File: src/sv/ldpi_pkg.sv
package ldpi_pkg;

    localparam int LOAD_W     = 17;
    localparam int POWER_W    = 16;
    localparam int NUM_POINTS = 4;
    localparam int PROD_W     = LOAD_W + POWER_W;
    localparam int DIV_STEPS  = POWER_W;
    localparam int CFG_IDX_W  = 3;
    localparam int CFG_DATA_W = LOAD_W;
    localparam int S_TDATA_W  = 24;
    localparam int M_TDATA_W  = 16;

    typedef logic [LOAD_W-1:0]  load_t;
    typedef logic [POWER_W-1:0] power_t;
    typedef logic [PROD_W-1:0]  prod_t;

    // configuration register indexes
    localparam logic [CFG_IDX_W-1:0] REG_POINT0_LOAD  = 3'd0;
    localparam logic [CFG_IDX_W-1:0] REG_POINT1_LOAD  = 3'd1;
    localparam logic [CFG_IDX_W-1:0] REG_POINT2_LOAD  = 3'd2;
    localparam logic [CFG_IDX_W-1:0] REG_POINT3_LOAD  = 3'd3;
    localparam logic [CFG_IDX_W-1:0] REG_POINT0_POWER = 3'd4;
    localparam logic [CFG_IDX_W-1:0] REG_POINT1_POWER = 3'd5;
    localparam logic [CFG_IDX_W-1:0] REG_POINT2_POWER = 3'd6;
    localparam logic [CFG_IDX_W-1:0] REG_POINT3_POWER = 3'd7;

    // reset values of the breakpoints
    localparam load_t  RST_POINT0_LOAD  = 17'd0;
    localparam load_t  RST_POINT1_LOAD  = 17'd65536;
    localparam load_t  RST_POINT2_LOAD  = 17'd65536;
    localparam load_t  RST_POINT3_LOAD  = 17'd65536;
    localparam power_t RST_POINT0_POWER = 16'd100;
    localparam power_t RST_POINT1_POWER = 16'd200;
    localparam power_t RST_POINT2_POWER = 16'd200;
    localparam power_t RST_POINT3_POWER = 16'd200;

    // segment codes: below/at breakpoint 0, inside segment 1..3, above breakpoint 3
    localparam int SEG_W = 3;
    localparam logic [SEG_W-1:0] SEG_LOW  = 3'd0;
    localparam logic [SEG_W-1:0] SEG_1    = 3'd1;
    localparam logic [SEG_W-1:0] SEG_2    = 3'd2;
    localparam logic [SEG_W-1:0] SEG_3    = 3'd3;
    localparam logic [SEG_W-1:0] SEG_HIGH = 3'd4;

endpackage

File: src/sv/load_to_power_interpolator.sv
// A request passes stage 1, stage 2, divider slots 0..16 and the output register.
// Throughput: one request per cycle; a request enters in every cycle that the
// output register is empty or is being taken, and the whole pipeline holds otherwise.
// Reset (aresetn low at a clock edge) empties every stage and loads the default
// breakpoints (0,100) (65536,200) (65536,200) (65536,200).
module load_to_power_interpolator
    import ldpi_pkg::*;
(
    input  logic                  aclk,
    input  logic                  aresetn,
    input  logic                  s_tvalid,
    output logic                  s_tready,
    input  logic [S_TDATA_W-1:0]  s_tdata,    // [16:0] load_sample, rest zero
    output logic                  m_tvalid,
    input  logic                  m_tready,
    output logic [M_TDATA_W-1:0]  m_tdata,    // [15:0] power_estimate
    input  logic                  cfg_we,
    input  logic [CFG_IDX_W-1:0]  cfg_index,
    input  logic [CFG_DATA_W-1:0] cfg_wdata
);

    // ------------------------------------------------------------------
    // Breakpoint registers
    // ------------------------------------------------------------------
    load_t  point_load_reg  [NUM_POINTS];
    power_t point_power_reg [NUM_POINTS];

    always_ff @(posedge aclk) begin
        if (!aresetn) begin
            point_load_reg[0]  <= RST_POINT0_LOAD;
            point_load_reg[1]  <= RST_POINT1_LOAD;
            point_load_reg[2]  <= RST_POINT2_LOAD;
            point_load_reg[3]  <= RST_POINT3_LOAD;
            point_power_reg[0] <= RST_POINT0_POWER;
            point_power_reg[1] <= RST_POINT1_POWER;
            point_power_reg[2] <= RST_POINT2_POWER;
            point_power_reg[3] <= RST_POINT3_POWER;
        end else if (cfg_we) begin
            unique case (cfg_index)
                REG_POINT0_LOAD:  point_load_reg[0]  <= cfg_wdata;
                REG_POINT1_LOAD:  point_load_reg[1]  <= cfg_wdata;
                REG_POINT2_LOAD:  point_load_reg[2]  <= cfg_wdata;
                REG_POINT3_LOAD:  point_load_reg[3]  <= cfg_wdata;
                REG_POINT0_POWER: point_power_reg[0] <= cfg_wdata[POWER_W-1:0];
                REG_POINT1_POWER: point_power_reg[1] <= cfg_wdata[POWER_W-1:0];
                REG_POINT2_POWER: point_power_reg[2] <= cfg_wdata[POWER_W-1:0];
                REG_POINT3_POWER: point_power_reg[3] <= cfg_wdata[POWER_W-1:0];
                default: ;
            endcase
        end
    end

    // ------------------------------------------------------------------
    // Pipeline advance: every stage moves together while the output
    // register is empty or being drained, and holds otherwise.
    // ------------------------------------------------------------------
    logic adv_en;
    logic out_vld_reg;

    assign adv_en   = !out_vld_reg || m_tready;
    assign s_tready = adv_en;

    // ------------------------------------------------------------------
    // Stage 1: compare the sample against all four breakpoints, pick the
    // first breakpoint at or above it.
    // ------------------------------------------------------------------
    logic             s1_vld_reg;
    load_t            s1_sample_reg;
    logic [SEG_W-1:0] s1_seg_reg;
    load_t            s1_sample_next;
    logic [SEG_W-1:0] s1_seg_next;

    always_comb begin
        s1_sample_next = s_tdata[LOAD_W-1:0];
        priority if (s1_sample_next <= point_load_reg[0]) s1_seg_next = SEG_LOW;
        else if (s1_sample_next <= point_load_reg[1])     s1_seg_next = SEG_1;
        else if (s1_sample_next <= point_load_reg[2])     s1_seg_next = SEG_2;
        else if (s1_sample_next <= point_load_reg[3])     s1_seg_next = SEG_3;
        else                                              s1_seg_next = SEG_HIGH;
    end

    // ------------------------------------------------------------------
    // Stage 2: form offset into the segment, segment width, power step
    // (sign and magnitude) and base power. Clamped cases get a zero step
    // and a unit width so the quotient comes out zero.
    // ------------------------------------------------------------------
    logic   s2_vld_reg;
    load_t  s2_dl_reg,   s2_dl_next;
    load_t  s2_den_reg,  s2_den_next;
    power_t s2_mag_reg,  s2_mag_next;
    logic   s2_neg_reg,  s2_neg_next;
    power_t s2_base_reg, s2_base_next;
    load_t  seg_lo, seg_hi;
    power_t seg_plo, seg_phi;

    always_comb begin
        seg_lo  = point_load_reg[0];
        seg_hi  = point_load_reg[1];
        seg_plo = point_power_reg[0];
        seg_phi = point_power_reg[1];
        unique case (s1_seg_reg)
            SEG_2: begin
                seg_lo  = point_load_reg[1];
                seg_hi  = point_load_reg[2];
                seg_plo = point_power_reg[1];
                seg_phi = point_power_reg[2];
            end
            SEG_3: begin
                seg_lo  = point_load_reg[2];
                seg_hi  = point_load_reg[3];
                seg_plo = point_power_reg[2];
                seg_phi = point_power_reg[3];
            end
            default: ;
        endcase

        s2_dl_next   = s1_sample_reg - seg_lo;
        s2_den_next  = seg_hi - seg_lo;
        s2_neg_next  = seg_phi < seg_plo;
        s2_mag_next  = s2_neg_next ? (seg_plo - seg_phi) : (seg_phi - seg_plo);
        s2_base_next = seg_plo;

        if (s1_seg_reg == SEG_LOW || s1_seg_reg == SEG_HIGH) begin
            s2_dl_next   = '0;
            s2_den_next  = load_t'(1);
            s2_neg_next  = 1'b0;
            s2_mag_next  = '0;
            s2_base_next = (s1_seg_reg == SEG_LOW) ? point_power_reg[0]
                                                   : point_power_reg[NUM_POINTS-1];
        end
    end

    // ------------------------------------------------------------------
    // Stage 3 (divider slot 0): exact product offset * |step|, 17x16 bits.
    // Divider slots 1..16: one restoring step each, quotient bit 15 first.
    // The offset never exceeds the width, so the quotient fits 16 bits.
    // ------------------------------------------------------------------
    logic [DIV_STEPS:0] dv_vld_reg;
    prod_t              dv_rem_reg  [DIV_STEPS+1];
    power_t             dv_quo_reg  [DIV_STEPS+1];
    load_t              dv_den_reg  [DIV_STEPS+1];
    logic               dv_neg_reg  [DIV_STEPS+1];
    power_t             dv_base_reg [DIV_STEPS+1];
    prod_t              prod_next;

    assign prod_next = prod_t'(s2_dl_reg) * prod_t'(s2_mag_reg);

    always_ff @(posedge aclk) begin
        if (!aresetn) begin
            s1_vld_reg    <= 1'b0;
            s2_vld_reg    <= 1'b0;
            dv_vld_reg[0] <= 1'b0;
        end else if (adv_en) begin
            s1_vld_reg    <= s_tvalid;
            s2_vld_reg    <= s1_vld_reg;
            dv_vld_reg[0] <= s2_vld_reg;
        end
    end

    always_ff @(posedge aclk) begin
        if (adv_en) begin
            s1_sample_reg  <= s1_sample_next;
            s1_seg_reg     <= s1_seg_next;
            s2_dl_reg      <= s2_dl_next;
            s2_den_reg     <= s2_den_next;
            s2_mag_reg     <= s2_mag_next;
            s2_neg_reg     <= s2_neg_next;
            s2_base_reg    <= s2_base_next;
            dv_rem_reg[0]  <= prod_next;
            dv_quo_reg[0]  <= '0;
            dv_den_reg[0]  <= s2_den_reg;
            dv_neg_reg[0]  <= s2_neg_reg;
            dv_base_reg[0] <= s2_base_reg;
        end
    end

    for (genvar j = 1; j <= DIV_STEPS; j++) begin : g_div
        localparam int BIT = DIV_STEPS - j;
        prod_t               dsh;
        logic [PROD_W:0]     trial;
        prod_t               rem_next;
        power_t              quo_next;

        always_comb begin
            dsh      = prod_t'(dv_den_reg[j-1]) << BIT;
            trial    = {1'b0, dv_rem_reg[j-1]} - {1'b0, dsh};
            rem_next = dv_rem_reg[j-1];
            quo_next = dv_quo_reg[j-1];
            if (!trial[PROD_W]) begin
                rem_next      = trial[PROD_W-1:0];
                quo_next[BIT] = 1'b1;
            end
        end

        always_ff @(posedge aclk) begin
            if (!aresetn) begin
                dv_vld_reg[j] <= 1'b0;
            end else if (adv_en) begin
                dv_vld_reg[j] <= dv_vld_reg[j-1];
            end
        end

        always_ff @(posedge aclk) begin
            if (adv_en) begin
                dv_rem_reg[j]  <= rem_next;
                dv_quo_reg[j]  <= quo_next;
                dv_den_reg[j]  <= dv_den_reg[j-1];
                dv_neg_reg[j]  <= dv_neg_reg[j-1];
                dv_base_reg[j] <= dv_base_reg[j-1];
            end
        end
    end

    // ------------------------------------------------------------------
    // Output stage: apply the sign of the step to the truncated quotient
    // and add the base power. The result stays between the two powers.
    // ------------------------------------------------------------------
    power_t out_power_reg;
    power_t out_power_next;

    assign out_power_next = dv_neg_reg[DIV_STEPS]
                          ? dv_base_reg[DIV_STEPS] - dv_quo_reg[DIV_STEPS]
                          : dv_base_reg[DIV_STEPS] + dv_quo_reg[DIV_STEPS];

    always_ff @(posedge aclk) begin
        if (!aresetn) begin
            out_vld_reg <= 1'b0;
        end else if (adv_en) begin
            out_vld_reg <= dv_vld_reg[DIV_STEPS];
        end
    end

    always_ff @(posedge aclk) begin
        if (adv_en) begin
            out_power_reg <= out_power_next;
        end
    end

    assign m_tvalid = out_vld_reg;
    assign m_tdata  = out_power_reg;

    // ------------------------------------------------------------------
    // Checks
    // ------------------------------------------------------------------
    // the product must leave a quotient that fits the power width
    assert property (@(posedge aclk) disable iff (!aresetn)
        dv_vld_reg[0] |-> (dv_rem_reg[0] < (prod_t'(dv_den_reg[0]) << DIV_STEPS)))
        else $error("product too large for a 16-bit quotient");

    // after the last step the remainder is below the segment width
    assert property (@(posedge aclk) disable iff (!aresetn)
        dv_vld_reg[DIV_STEPS] |-> (dv_rem_reg[DIV_STEPS] < prod_t'(dv_den_reg[DIV_STEPS])))
        else $error("divider remainder not reduced");

    // a live request never sees a zero segment width
    assert property (@(posedge aclk) disable iff (!aresetn)
        s2_vld_reg |-> (s2_den_reg != '0 && s2_dl_reg <= s2_den_reg))
        else $error("segment width zero or offset beyond segment");

    // a stall holds every stage's valid bit
    assert property (@(posedge aclk) disable iff (!aresetn)
        !adv_en |=> ($stable(dv_vld_reg) && $stable(s1_vld_reg)
                     && $stable(s2_vld_reg) && $stable(out_vld_reg)))
        else $error("pipeline moved during stall");

endmodule
File: config.mk
export PLATFORM = sky130hd
export DESIGN_NAME = load_to_power_interpolator
export DESIGN_NICKNAME = d
export VERILOG_FILES = /design/src/sv/ldpi_pkg.sv /design/src/sv/load_to_power_interpolator.sv
export SDC_FILE = /design/constraint.sdc
export NUM_CORES = 2
export LEC_CHECK = 0
export BUFFER_PORTS_ARGS = -buffer_cell sky130_fd_sc_hd__buf_2
export CELL_PAD_IN_SITES_DETAIL_PLACEMENT = 1
export CELL_PAD_IN_SITES_GLOBAL_PLACEMENT = 1
export CORE_ASPECT_RATIO = 0.7
export CORE_MARGIN = 2
export CORE_UTILIZATION = 35
export CTS_BUF_LIST = sky130_fd_sc_hd__clkbuf_8
export DETAILED_ROUTE_END_ITERATION = 8
export PLACE_DENSITY = 0.66
export SYNTH_ARGS = -nofsm -noshare
export SYNTH_HDL_FRONTEND = slang
export SYNTH_SLANG_ARGS = --single-unit
File: constraint.sdc
create_clock -name aclk -period 60.1 [get_ports aclk]
set_input_delay 6.01 -clock aclk [delete_from_list [all_inputs] [get_ports aclk]]
set_output_delay 6.01 -clock aclk [all_outputs]
set_load 0.03 [all_outputs]
==> results.yml <==
global_routing:
  antenna_found_initial: 6
  grt_usage_pct: 14.6
  grt_pass1_wl_um: 277000
  grt_start_max_net_pins: 199
  grt_pass1_vias: 52590
  grt.overflow.total: 0
placement:
  port_buffers: 59
  dp_hpwl_um: 122000
  gp_congestion: 0.849
  dpl-instance-area_mm2: 0.0834
  dp_cells: 9487
  place_ws_ns: 47.02
run_status:
  status: "complete, no violations"
sta:
  fmax_mhz: 76.6
  hold_viol: 0
  fin_ws_ns: 47.04
  slew_headroom_pct: 15.2
  tns_ns: 0
  rsz0062_at_grt: "no"
  worst_pin_slew_ns: 1.24
  report.final.slew_viol_count: 0
  setup_violations: 0
  skew_ns: 0.100
  post-route-min-period_ns: 13.06
  period_share_pct: 21.7
pwr:
  p_per_area_mw_per_mm2: 56.4
  vdd_drop_max_mv: 0.0260
  power_leakage_nw: 35.2
synth:
  synth_top_flop_cell: "edfxtp_1"
  syn-mean-instance-area_um2: 12.2
  netlist_area_mm2: 0.0794
  ys_types: 83
  syn_inst: 6507
  synth-edff-count: 1460
  ys_warn_count: 0
  seq_area_frac_synth_pct: 55.7
  async_reset_ff_share_pct: 0
  synth-seq-cells: 1480
  synth.net_count: 7307
critical_path:
  reg2reg_from: "s2_dl_reg[8]"
  path_common_cell: "buf_2"
  endpoint_kind: "output port"
  cp.required_ns: 54.09
  cp.arrival_ns: 7.05
  regToRegSetupSlack_ns: 52.83
  r2r-end: "dv_rem_reg[0][32]"
  cp_max_fo: 40
  slowest_delay_ns: 0.33
  crit_family: "buffers and inverters"
  path_buf_inv: 4
  critical_path_class: "in2out"
  cp_cell_sequence: "buf_2 > nor2b_1 > buf_4 > inv_8 > buf_2"
  start_kind: "primary input"
  worst_path_max_delay_cell: "buf_2"
  reg2reg_depth: 18
layout:
  drive_gt1_share_pct: 7.33
  instances_no_fill: 9903
  mostFrequentLayoutCell: "edfxtp_1"
  nets: 7485
  final_cell_mix: "edfxtp_1 (1460), inv_1 (776), ha_1 (523)"
  largest_reg_flops: 528
  fill_cells: 24253
  post-route-cell-area_mm2: 0.0875
  multi_input_area_mm2: 0.0320
  syn2layout_area_growth_pct: 10.3
  layout.area.seq_mm2: 0.0442
floorplan:
  die_w_um: 573
  placementRows: 146
  die_y_um: 402
  floorplan.initialDensity_pct: 35.2
  core_area_mm2: 0.226
  dieArea_mm2: 0.231
  ios: 67
clock_tree:
  clockBufferDepth: 4
  numCtsBuffers: 230
  root_buffer: "clkbuf_8"
  cts_resized: 0
  cts_setup_buffers: 0
  cts_sinks: 1480
  clk_pin_slew_ns: 0.06
  cts_max_level: 4
  tritoncts: "done"
  holdBufCountCts: 0
  clk_latency_ns: 0.97
hold_path:
  worstHoldStart: "dv_base_reg[0][99]"
  holdCritPathClass: "reg2reg"
  min_path_cells: 0
  whs_endpoint: "dv_base_reg[0][115]"
routing:
  vias: 48562
  wire_per_inst_um: 17.0
  drtIter0Drc: 2534
  drc: 0
  antenna_left: 0
  first_pass_iters: 5
  wirelength_um: 169000
  viasPerCell: 4.90
job:
  maxCapViolations: 0
==> stage by stage <==
| stage | power (mW) | hold WS (ns) | util (%) |
|---|---|---|---|
| final | 4.94 | 0.385 | 38.8 |
| after global routing | 5.37 | 0.386 | 38.8 |
| after CTS | 5.00 | 0.370 | 38.8 |
| after detailed placement | 4.18 | 0.405 | 36.9 |
| after global placement | 4.07 | 0.401 | 36.9 |
| after floorplan | 3.56 | 0.400 | - |
==> kinds of logic (layout without fill, tap and decap cells) <==
logic type	Yosys count	count (layout)	share of synthesized area, %
AOI/OAI and AO/OA	1209	1209	9.55
xor gates and xnor gates	369	369	4.07
muxes	163	163	2.16
DFF	1480	1480	55.7
adders and majority gates	751	751	14.0
and+or+nand+nor	1666	1666	10.4
other	0	4	0
buffers and inverters	869	1227	4.13
==> worst reg2reg max path: stages (launching register included) <==
cell,delay [ns]
edfxtp_1,0.90
nand2_1,0.20
fa_1,0.62
fa_1,0.44
fa_1,0.49
fa_1,0.51
inv_1,0.06
fa_1,0.54
inv_1,0.06
fa_1,0.53
inv_1,0.05
ha_1,0.38
nand4_1,0.11
o21ai_0,0.57
a31oi_1,0.25
a21oi_1,0.43
a31oi_1,0.21
o41ai_1,0.44
xnor2_1,0.13
==> power by group <==
| part | internal [mW] | leakage, nW | switching (mW) | total (mW) |
|---|---|---|---|---|
| logic | 0.979 | 17.1 | 1.27 | 2.25 |
| registers | 1.67 | 15.8 | 0.236 | 1.91 |
| clock network | 0.394 | 2.36 | 0.394 | 0.788 |
| total | 3.04 | 35.2 | 1.90 | 4.94 |
==> synthesized netlist by cell type, drive strengths merged (128+ instances only) <==
library cell / count / area share [%]
xnor2: 201 / 2.2
o21ai: 304 / 1.9
ha: 523 / 8.2
and2: 273 / 2.2
xor2: 168 / 1.9
fa: 228 / 5.7
inv: 718 / 3.4
a21oi: 358 / 2.3
nor2: 358 / 1.7
clkbuf: 128 / 0.61
nand2: 478 / 2.3
edfxtp: 1460 / 55
a21o: 142 / 1.3
==> area by class of cell <==
class | instances | share of cell area [%]
flip-flops and latches | 1480 | 50.5
clock buffers | 233 | 3.66
repair buffers | 97 | 0.735
clock inverters | 179 | 1.10
well taps | 3034 | 4.34
multi-input cells | 4158 | 36.5
inverters | 718 | 3.09
diodes | 4 | 0.0114
==> metal layers <==
| layer | wire length (um) | vias to the layer above | GRT usage (%) |
|---|---|---|---|
| met5 | 0 | - | 0 |
| met4 | 3280 | 0 | 3.47 |
| met3 | 5950 | 271 | 2.32 |
| met2 | 80000 | 651 | 24.9 |
| met1 | 79500 | 24159 | 19.5 |
| li1 | - | 23481 | - |
==> worst max path at each step <==
stage,start,end,depth (start not counted)
after floorplan,m_tready,s_tready,3
after global placement,m_tready,s_tready,5
after detailed placement,m_tready,s_tready,5
after CTS,m_tready,s_tready,5
after global routing,m_tready,s_tready,5
final,m_tready,s_tready,5
Note: power is estimated with default switching activity, not from simulation.
